--- config.mk ---
export PLATFORM = sky130hd
export DESIGN_NAME = entity_tag_parser
export DESIGN_NICKNAME = d
export VERILOG_FILES = /design/src/hw/rtl/etp_pkg.sv /design/src/hw/rtl/entity_tag_parser.sv
export SDC_FILE = /design/constraint.sdc
export NUM_CORES = 1
export LEC_CHECK = 0
export ABC_AREA = 0
export BUFFER_PORTS_ARGS = -buffer_cell sky130_fd_sc_hd__buf_2
export CAP_MARGIN = 15
export CELL_PAD_IN_SITES_DETAIL_PLACEMENT = 1
export CELL_PAD_IN_SITES_GLOBAL_PLACEMENT = 2
export CORE_AREA = 8 8 134 136
export DETAILED_ROUTE_END_ITERATION = 16
export DIE_AREA = 0 0 142 144
export PLACE_DENSITY_LB_ADDON = 0.1
export SYNTH_ARGS = -nofsm -noshare
export SYNTH_HDL_FRONTEND = slang
export SYNTH_SLANG_ARGS = --single-unit
--- constraint.sdc ---
create_clock -name clk -period 3.24 [get_ports clk]
set_clock_uncertainty 0.1 [all_clocks]
set_input_delay 0.162 -clock clk [delete_from_list [all_inputs] [get_ports clk]]
set_output_delay 0.162 -clock clk [all_outputs]
set_load 0.005 [all_outputs]
--- src/hw/rtl/etp_pkg.sv ---
// ----------------------------------------------------------------------------
// etp_pkg
// Phase codes, byte constants and byte class helpers for the entity-tag
// parser.
// ----------------------------------------------------------------------------
package etp_pkg;

    typedef enum logic [2:0] {
        PH_LEAD,
        PH_STAR,
        PH_WPRE,
        PH_WSP,
        PH_INQ,
        PH_ESC,
        PH_CLOSED,
        PH_ERR
    } phase_t;

    localparam logic [7:0] CH_SPACE  = 8'h20;
    localparam logic [7:0] CH_TAB    = 8'h09;
    localparam logic [7:0] CH_CR     = 8'h0D;
    localparam logic [7:0] CH_LF     = 8'h0A;
    localparam logic [7:0] CH_NUL    = 8'h00;
    localparam logic [7:0] CH_STAR   = 8'h2A;
    localparam logic [7:0] CH_W_UP   = 8'h57;
    localparam logic [7:0] CH_W_LO   = 8'h77;
    localparam logic [7:0] CH_SLASH  = 8'h2F;
    localparam logic [7:0] CH_BSLASH = 8'h5C;
    localparam logic [7:0] CH_QUOTE  = 8'h22;

    function automatic logic is_blank(input logic [7:0] c);
        return (c == CH_SPACE) || (c == CH_TAB);
    endfunction

    function automatic logic is_term(input logic [7:0] c);
        return (c == CH_CR) || (c == CH_LF) || (c == CH_NUL);
    endfunction

endpackage

--- src/hw/rtl/entity_tag_parser.sv ---
// ----------------------------------------------------------------------------
// entity_tag_parser
// Streaming check of an HTTP entity-tag header value, one byte per word.
// ----------------------------------------------------------------------------
// Usage:
//   Input channel (in_valid/in_ready) carries data_byte and last, one byte of
//   the header value per word; last marks the final byte of a value.
//   Output channel (out_valid/out_ready) carries one result word per value:
//   valid_res, weak_res, wildcard_res, tag_start and tag_length.
//   A byte is taken into an input register; from there the phase update
//   writes the parser state, and a final byte loads the result register.
//   The result is registered behind the input register. Throughput: one
//   byte per cycle while no final byte waits, with a combinational phase
//   update between the input register and the parser state.
//   When the receiver stalls, non-final bytes keep flowing; a final byte waits
//   in the input register until the result register is free, and in_ready
//   drops only while it waits.
//   Reset clears the parser state to the leading-whitespace phase with all
//   counters at zero, and empties both registers. The state also returns to
//   that point after every final byte.
//   Values longer than 2^COUNT_BITS - 1 bytes are reported invalid.
// ----------------------------------------------------------------------------
module entity_tag_parser
    import etp_pkg::*;
#(
    parameter int COUNT_BITS = 16
)
(
    input  logic        clk,
    input  logic        rst_n,

    input  logic        in_valid,
    output logic        in_ready,
    input  logic [7:0]  data_byte,
    input  logic        last,

    output logic        out_valid,
    input  logic        out_ready,
    output logic        valid_res,
    output logic        weak_res,
    output logic        wildcard_res,
    output logic [15:0] tag_start,
    output logic [15:0] tag_length
);

    localparam logic [COUNT_BITS-1:0] COUNT_MAX = '1;
    localparam int EXT_W = (COUNT_BITS > 16) ? COUNT_BITS : 16;

    // input register
    logic                  s1_valid_reg;
    logic [7:0]            s1_byte_reg;
    logic                  s1_last_reg;
    logic                  s1_advance;

    // parser state
    phase_t                phase_reg, phase_next;
    logic [COUNT_BITS-1:0] byte_pos_reg, byte_pos_next;
    logic [COUNT_BITS-1:0] quote_off_reg, quote_off_next;
    logic [COUNT_BITS-1:0] qlen_reg, qlen_next;
    logic                  weak_reg, weak_next;
    logic                  ovf_reg, ovf_next;

    // result register
    logic                  out_valid_reg;
    logic                  valid_res_reg, valid_res_next;
    logic                  weak_res_reg, weak_res_next;
    logic                  wild_res_reg, wild_res_next;
    logic [15:0]           tag_start_reg, tag_start_next;
    logic [15:0]           tag_len_reg, tag_len_next;

    logic [EXT_W-1:0]      start_ext;
    logic [EXT_W-1:0]      len_ext;
    logic                  res_ok, res_tag;

    assign s1_advance = s1_valid_reg && (!s1_last_reg || !out_valid_reg || out_ready);
    assign in_ready   = !s1_valid_reg || s1_advance;

    always_ff @(posedge clk or negedge rst_n)
    begin
        if (!rst_n)
        begin
            s1_valid_reg <= 1'b0;
        end
        else if (in_ready)
        begin
            s1_valid_reg <= in_valid;
        end
    end

    always_ff @(posedge clk)
    begin
        if (in_ready && in_valid)
        begin
            s1_byte_reg <= data_byte;
            s1_last_reg <= last;
        end
    end

    // next phase
    always_comb
    begin
        phase_next = PH_ERR;
        case (phase_reg)
            PH_LEAD:
            begin
                if (is_blank(s1_byte_reg))
                    phase_next = PH_LEAD;
                else if (s1_byte_reg == CH_STAR)
                    phase_next = PH_STAR;
                else if (s1_byte_reg == CH_W_UP || s1_byte_reg == CH_W_LO)
                    phase_next = PH_WPRE;
                else if (s1_byte_reg == CH_QUOTE)
                    phase_next = PH_INQ;
            end
            PH_STAR:
            begin
                if (is_blank(s1_byte_reg))
                    phase_next = PH_STAR;
            end
            PH_WPRE:
            begin
                if (s1_byte_reg == CH_SLASH)
                    phase_next = PH_WSP;
            end
            PH_WSP:
            begin
                if (is_blank(s1_byte_reg))
                    phase_next = PH_WSP;
                else if (s1_byte_reg == CH_QUOTE)
                    phase_next = PH_INQ;
            end
            PH_INQ:
            begin
                if (is_term(s1_byte_reg))
                    phase_next = PH_ERR;
                else if (s1_byte_reg == CH_BSLASH)
                    phase_next = PH_ESC;
                else if (s1_byte_reg == CH_QUOTE)
                    phase_next = PH_CLOSED;
                else
                    phase_next = PH_INQ;
            end
            PH_ESC:
            begin
                phase_next = is_term(s1_byte_reg) ? PH_ERR : PH_INQ;
            end
            PH_CLOSED:
            begin
                if (is_blank(s1_byte_reg))
                    phase_next = PH_CLOSED;
            end
            default:
            begin
                phase_next = PH_ERR;
            end
        endcase
    end

    // counters, flags and result
    always_comb
    begin
        ovf_next       = ovf_reg || (byte_pos_reg == COUNT_MAX);
        byte_pos_next  = (byte_pos_reg == COUNT_MAX) ? byte_pos_reg
                                                     : byte_pos_reg + COUNT_BITS'(1);
        quote_off_next = quote_off_reg;
        qlen_next      = qlen_reg;
        weak_next      = weak_reg;

        if ((phase_reg == PH_LEAD || phase_reg == PH_WSP) && s1_byte_reg == CH_QUOTE)
            quote_off_next = byte_pos_reg;
        if (phase_reg == PH_WPRE && s1_byte_reg == CH_SLASH)
            weak_next = 1'b1;
        if (phase_reg == PH_INQ && !is_term(s1_byte_reg) && s1_byte_reg == CH_QUOTE)
            qlen_next = byte_pos_reg - quote_off_reg + COUNT_BITS'(1);

        res_ok  = !ovf_next && (phase_next == PH_STAR || phase_next == PH_CLOSED);
        res_tag = res_ok && (phase_next == PH_CLOSED);

        start_ext = EXT_W'(quote_off_next);
        len_ext   = EXT_W'(qlen_next);

        valid_res_next = res_ok;
        wild_res_next  = res_ok && (phase_next == PH_STAR);
        weak_res_next  = res_tag && weak_next;
        tag_start_next = res_tag ? start_ext[15:0] : 16'd0;
        tag_len_next   = res_tag ? len_ext[15:0] : 16'd0;
    end

    always_ff @(posedge clk or negedge rst_n)
    begin
        if (!rst_n)
        begin
            phase_reg     <= PH_LEAD;
            byte_pos_reg  <= '0;
            quote_off_reg <= '0;
            qlen_reg      <= '0;
            weak_reg      <= 1'b0;
            ovf_reg       <= 1'b0;
        end
        else if (s1_advance)
        begin
            if (s1_last_reg)
            begin
                phase_reg     <= PH_LEAD;
                byte_pos_reg  <= '0;
                quote_off_reg <= '0;
                qlen_reg      <= '0;
                weak_reg      <= 1'b0;
                ovf_reg       <= 1'b0;
            end
            else
            begin
                phase_reg     <= phase_next;
                byte_pos_reg  <= byte_pos_next;
                quote_off_reg <= quote_off_next;
                qlen_reg      <= qlen_next;
                weak_reg      <= weak_next;
                ovf_reg       <= ovf_next;
            end
        end
    end

    always_ff @(posedge clk or negedge rst_n)
    begin
        if (!rst_n)
        begin
            out_valid_reg <= 1'b0;
        end
        else if (s1_advance && s1_last_reg)
        begin
            out_valid_reg <= 1'b1;
        end
        else if (out_ready)
        begin
            out_valid_reg <= 1'b0;
        end
    end

    always_ff @(posedge clk)
    begin
        if (s1_advance && s1_last_reg)
        begin
            valid_res_reg <= valid_res_next;
            weak_res_reg  <= weak_res_next;
            wild_res_reg  <= wild_res_next;
            tag_start_reg <= tag_start_next;
            tag_len_reg   <= tag_len_next;
        end
    end

    assign out_valid    = out_valid_reg;
    assign valid_res    = valid_res_reg;
    assign weak_res     = weak_res_reg;
    assign wildcard_res = wild_res_reg;
    assign tag_start    = tag_start_reg;
    assign tag_length   = tag_len_reg;

    // an invalid result carries no other information
    assert property (@(posedge clk) disable iff (!rst_n)
        (out_valid_reg && !valid_res_reg) |->
            (!weak_res_reg && !wild_res_reg && tag_start_reg == 16'd0
             && tag_len_reg == 16'd0))
        else $error("invalid result with non-zero fields");

    // wildcard never carries a weak flag or a tag
    assert property (@(posedge clk) disable iff (!rst_n)
        (out_valid_reg && wild_res_reg) |->
            (valid_res_reg && !weak_res_reg && tag_len_reg == 16'd0))
        else $error("wildcard result with tag fields");

    // state returns to the start after a final byte
    assert property (@(posedge clk) disable iff (!rst_n)
        (s1_advance && s1_last_reg) |=>
            (phase_reg == PH_LEAD && byte_pos_reg == '0 && !ovf_reg && !weak_reg))
        else $error("parser state not cleared after final byte");

    // overflow only once the position counter has saturated
    assert property (@(posedge clk) disable iff (!rst_n)
        ovf_reg |-> (byte_pos_reg == COUNT_MAX))
        else $error("overflow flag without saturated position");

    // a final byte is only consumed when the result register can take it
    assert property (@(posedge clk) disable iff (!rst_n)
        (out_valid_reg && !out_ready && s1_valid_reg && s1_last_reg) |-> !s1_advance)
        else $error("final byte consumed while result register is full");

endmodule

# [Word-level counts from Yosys, hierarchy flattened]
# Index checks and enable logic that the tools add are counted.
[totals] inputBits=13 output_inout_bits=37 ff_bits=99
[op_classes] addsub=3 mux=25 eq_ne=20 n_reduce_logical=30
[ops] operator="two-way mux 16 bit" n=6
[ops] operator="adder 16 x 1 -> 16 bit (second input constant)" n=2
[ops] operator="== test 8 x 6 -> 1 bit (second input constant)" n=4
[ops] operator="== test 8 x 4 -> 1 bit (second input constant)" n=3
[ops] operator="== test 8 x 7 -> 1 bit (second input constant)" n=3
[ops] operator="two-way mux 3 bit" n=7
[ops] operator="case mux 3 bit (7 select lines)" n=1
[ops] operator="== test 16 bit (second input constant)" n=1
[ops] operator="subtractor 16 bit" n=1
[ops] operator="== test 3 bit (second input constant)" n=4
[ops] operator="logical AND 1 bit" n=11
[ops] operator="logical OR 1 bit" n=10
[ops] operator="two-way mux 2 bit" n=5
[ops] operator="zero test 8 bit" n=1
[ops] operator="== test 3 x 1 -> 1 bit (second input constant)" n=2
[ops] operator="== test 3 x 2 -> 1 bit (second input constant)" n=2
[ops] operator="two-way mux 1 bit" n=6
[ops] operator="zero test 1 bit" n=5
[ops] operator="zero test 3 bit" n=1
[ops] operator="!= test 2 bit (second input constant)" n=1
[ops] operator="AND reduction 2 bit" n=1
[ops] operator="nonzero test 2 bit" n=1

# [Logic depth before layout (Yosys ltp)]
[depth] ltp_word=11 ltp_mapped=12 depth_no_buf=12

# [Worst setup path after synthesis]
# No wires, ideal clock.
[synth_path] kind="reg-to-reg" startpoint="reg byte_pos_reg[1]" endpoint="reg tag_len_reg[15] (netlist: tag_length[15]) (data pin)" synth_period_minus_slack_ns=3.043 required_ns=2.866 setup_slack_ns=0.197 setup_ns=0.274 t_arrival_ns=2.669 path_buffers=0 path_stages_with_launch=13 path_cell_list="dfrtp_1 -> inv_1 -> ha_1 -> inv_1 -> ha_1 -> fa_1 -> a21o_1 -> a211oi_1 -> o211ai_1 -> o41ai_1 -> o21ai_0 -> xnor2_1 -> a211oi_2"
[synth_between] elab_chain_cells=5
[synth_rtl] item="from (decl)" line_no="entity_tag_parser.sv:57" rtl="logic [COUNT_BITS-1:0] byte_pos_reg, byte_pos_next;"
[synth_rtl] item="from (signal assigned)" line_no="entity_tag_parser.sv:214" rtl="byte_pos_reg <= byte_pos_next;"
[synth_rtl] item="parallel branches: the longest is 5 deep, another holds subtractor 16 bit"
[synth_rtl] item="to (signal assigned)" line_no="entity_tag_parser.sv:247" rtl="tag_len_reg <= tag_len_next;"
[synth_rtl] item="to (decl)" line_no="entity_tag_parser.sv:69" rtl="logic [15:0] tag_len_reg, tag_len_next;"
# Parallel ways; which one is timed is not known.
# A chain may end at the register's enable or synchronous reset.

# [Worst setup path after layout]
[layout_path] startpoint="reg quote_off_reg[1]" endpoint="reg tag_len_reg[15] (netlist: tag_length[15]) (data pin)"
[layout_between] elab_chain_cells=3
[layout_rtl] item="from (decl)" line_no="entity_tag_parser.sv:58" rtl="logic [COUNT_BITS-1:0] quote_off_reg, quote_off_next;"
[layout_rtl] item="from (signal assigned)" line_no="entity_tag_parser.sv:215" rtl="quote_off_reg <= quote_off_next;"
[layout_rtl] item="subtractor 16 bit" line_no="entity_tag_parser.sv:174" rtl="qlen_next = byte_pos_reg - quote_off_reg + COUNT_BITS'(1);"
[layout_rtl] item="adder 16 x 1 -> 16 bit" line_no="entity_tag_parser.sv:174"
[layout_rtl] item="two-way mux 16 bit" line_no="entity_tag_parser.sv:173" rtl="if (phase_reg == PH_INQ && !is_term(s1_byte_reg) && s1_byte_reg == CH_QUOTE)"
# Every way passes these cells.

==> flow_summary.yaml <==
final_layout:
  final_area_um2: 6500
  drive_gt1_frac: 0.243
  layout.cells.non_filler: 812
  postLayoutCoreUtil: 0.405
  regArea_um2: 2700
  fillCellCount: 1811
  multi_input_area_um2: 2530
  areaGrowthSynthToFinish_pct: 19.0
  final_nets: 631
  num_antenna_cells: 0
clock_network:
  clkLatencyLatePin_ns: 0.36
  root_buffer: "clkbuf_16"
  clkSinkCount: 99
  htreeDepth: 3
  clk_path_buf_depth: 2
  cts_made_buffers: 9
  cts.reportedPaths.clkPinSlew_ns: 0.07
  cts_tree: "built"
power:
  p_clk_frac: 0.340
  p_sw_frac: 0.303
  p_leak_nw: 2.62
  vdd_ir_drop_max_mv: 0.239
  p_int_mw: 2.23
  power_density_nw_per_um2: 493
  p_sw_mw: 0.970
  combPwrFrac: 0.212
  p_seq_frac: 0.449
critical_path:
  cpPeakStageDelay_ns: 0.41
  critPathMaxFanout: 3
  worstSetupEndpoint: "tag_length[15]$_SDFFCE_PN0P_"
  required_ns: 3.22
  cp-startpoint: "quote_off_reg[1]$_DFFE_PN0P_"
  r2r-start: "quote_off_reg[1]$_DFFE_PN0P_"
  start_kind: "register"
  worstSetupPathType: "register to register"
  crit_arrival_ns: 3.01
  rr_worst_depth: 11
  critPathSlowestCell: "dfrtp_1"
  r2r_setup_slack_ns: 0.21
  r2r-end: "tag_length[15]$_SDFFCE_PN0P_"
  crit_path_cell_trace: "ha_1, inv_1, ha_1, fa_2, a21o_1, a211oi_2, o211ai_1, o41ai_2, o21ai_1, xnor2_1, a211oi_2"
  end_kind: "register"
place:
  hpwl_mm: 10.3
  port_buffers: 49
  dpl_worst_slack_ns: -0.00998
  dp.cells: 783
  gp_congestion: 0.779
  postPlaceCellArea_um2: 6060
timing:
  min_period_over_period: 0.935
  relSlewSlack: 0.464
  fin_crit_ns: 3.03
  rsz0062_at_grt: "no"
  setup_viol: 0
  hold_viol_final: 0
  finalMaxSlewViolations: 0
  fmax_mhz: 330
  setup_ws_ns: 0.210
  tightest_slew_ns: 0.805
synthesis:
  yosysMostFrequentCell: "nand2_1"
  yosys.area.top_type: "dfrtp_1"
  ys_seq_elements: 99
  synth_commonest_cells: "nand2_1, dfrtp_1, edfxtp_1"
  synthTopCellsByArea: "dfrtp_1, edfxtp_1, ha_1, nand2_1, a22o_1"
  syn_area_um2: 5460
  synth-edff-count: 44
  synth_fp_nets: 558
  synth_ff_type: "dfrtp_1"
  yosysWarningCount: 0
  syn_inst: 514
  synth_top_area_share: 0.252
  ys_types: 63
  ys_async_sr_fraction: 0.556
  avgSynthCellArea_um2: 10.6
  synth_seq_area_share: 0.494
die:
  fp.dieArea_um2: 20400
  ioPinCount: 50
  die_x_um: 142
  die_h_um: 144
  design.core.area_um2: 16100
  start_util: 0.340
  rows: 47
routing:
  wl_per_cell_um: 17.5
  wl_mm: 14.2
  dr_total_vias: 4128
  firstDrtPassIters: 4
  drtAntennaViolNets: 0
  post_drt_via_cell_ratio: 5.08
  dr.first_iter.drc_count: 172
  route.detailed.drc: 0
global_route:
  grt_pass1_wl_mm: 23.4
  grt_start_max_net_pins: 56
  antenna_found_initial: 0
  overflow: 0
  grt_use_total: 0.148
  grt_pass1_vias: 4412
status:
  status: "completed"
hold_path:
  hold_class: "primary input to asynchronous set/reset pin"
job:
  cap_violations: 0
==> critical path: cells and delay by family (launching register included) <==
kind            cells  cell delay [ns]
compound gates      6             1.13
xor+xnor            1             0.22
fa+ha+maj           3             0.87
buf+inv             1             0.04
flops               1             0.41
==> power groups by stage <==
stage / Sequential, mW / Clock [mW] / Combinational (mW)
floorplan: 1.43 / 0 / 0.504
global placement: 1.46 / 0 / 0.665
detailed placement: 1.46 / 0 / 0.674
CTS: 1.44 / 1.13 / 0.690
global route: 1.44 / 1.17 / 0.756
finish: 1.44 / 1.09 / 0.678
==> per-stage QoR <==
| step | hold WS [ns] | setup TNS, ns | power, mW |
|---|---|---|---|
| floorplan | -0.234 | 0 | 1.93 |
| global placement | 0.239 | 0 | 2.13 |
| detailed placement | 0.241 | -0.00998 | 2.14 |
| CTS | 0.391 | 0 | 3.25 |
| global route | 0.402 | 0 | 3.37 |
| finish | 0.386 | 0 | 3.20 |
==> placed cells by master, fill, tap and decap left out, drive strengths merged, types with 5 or more instances in the layout <==
master	Yosys	final
nor2	30	30
inv	26	26
and3	8	8
o21ai	19	19
buf	15	78
dfrtp	55	55
a21oi	48	48
and2	5	5
nand2	81	81
a22o	31	31
clkinv	0	5
nand4	7	7
nand3	13	13
xnor2	15	15
dlygate4sd3	0	12
clkbuf	13	10
edfxtp	44	44
nor3	11	11
a21o	5	5
xor2	8	8
ha	30	30
==> cells by family after synthesis <==
family,Yosys count,synth area share
xor+xnor,23,0.0369
buf+inv,54,0.0454
compound gates,128,0.187
fa+ha+maj,31,0.0724
flops,99,0.494
simple gates,179,0.164
==> layout make-up <==
| class | instances | area share |
|---|---|---|
| Timing Repair Buffer | 90 | 0.0917 |
| Tap cell | 220 | 0.0424 |
| Inverter | 26 | 0.0150 |
| Multi-Input combinational cell | 361 | 0.390 |
| Sequential cell | 99 | 0.415 |
| Clock inverter | 6 | 0.0102 |
| Clock buffer | 10 | 0.0352 |
==> worst min path at each step <==
| stage | cells after the start | to | from |
|---|---|---|---|
| floorplan | 0 | byte_pos_reg[0]$_DFFE_PN0P_ | rst_n |
| global placement | 1 | s1_byte_reg[4]$_DFFE_PP_ | data_byte[4] |
| detailed placement | 1 | s1_byte_reg[7]$_DFFE_PP_ | data_byte[7] |
| CTS | 2 | s1_byte_reg[7]$_DFFE_PP_ | data_byte[7] |
| global route | 2 | s1_last_reg$_DFFE_PP_ | last |
| finish | 3 | phase_reg[2]$_DFFE_PN0P_ | rst_n |
==> per-layer routing <==
layer | routed length (µm) | vias up | global-route usage
li1 | - | 1994 | -
met1 | 6840 | 2072 | 0.185
met2 | 6670 | 47 | 0.247
met3 | 450 | 15 | 0.0333
met4 | 239 | 0 | 0.0514
met5 | 0 | - | 0
==> what timing repair did <==
action	in CTS	in global routing
setup buffers	0	1
endpoints found under the setup margin	1	3
gates cloned	0	0
hold endpoints to repair	66	0
pin swaps	0	4
hold buffers	12	0
gates resized for setup	1	3
(Power assumes the default switching activity.)
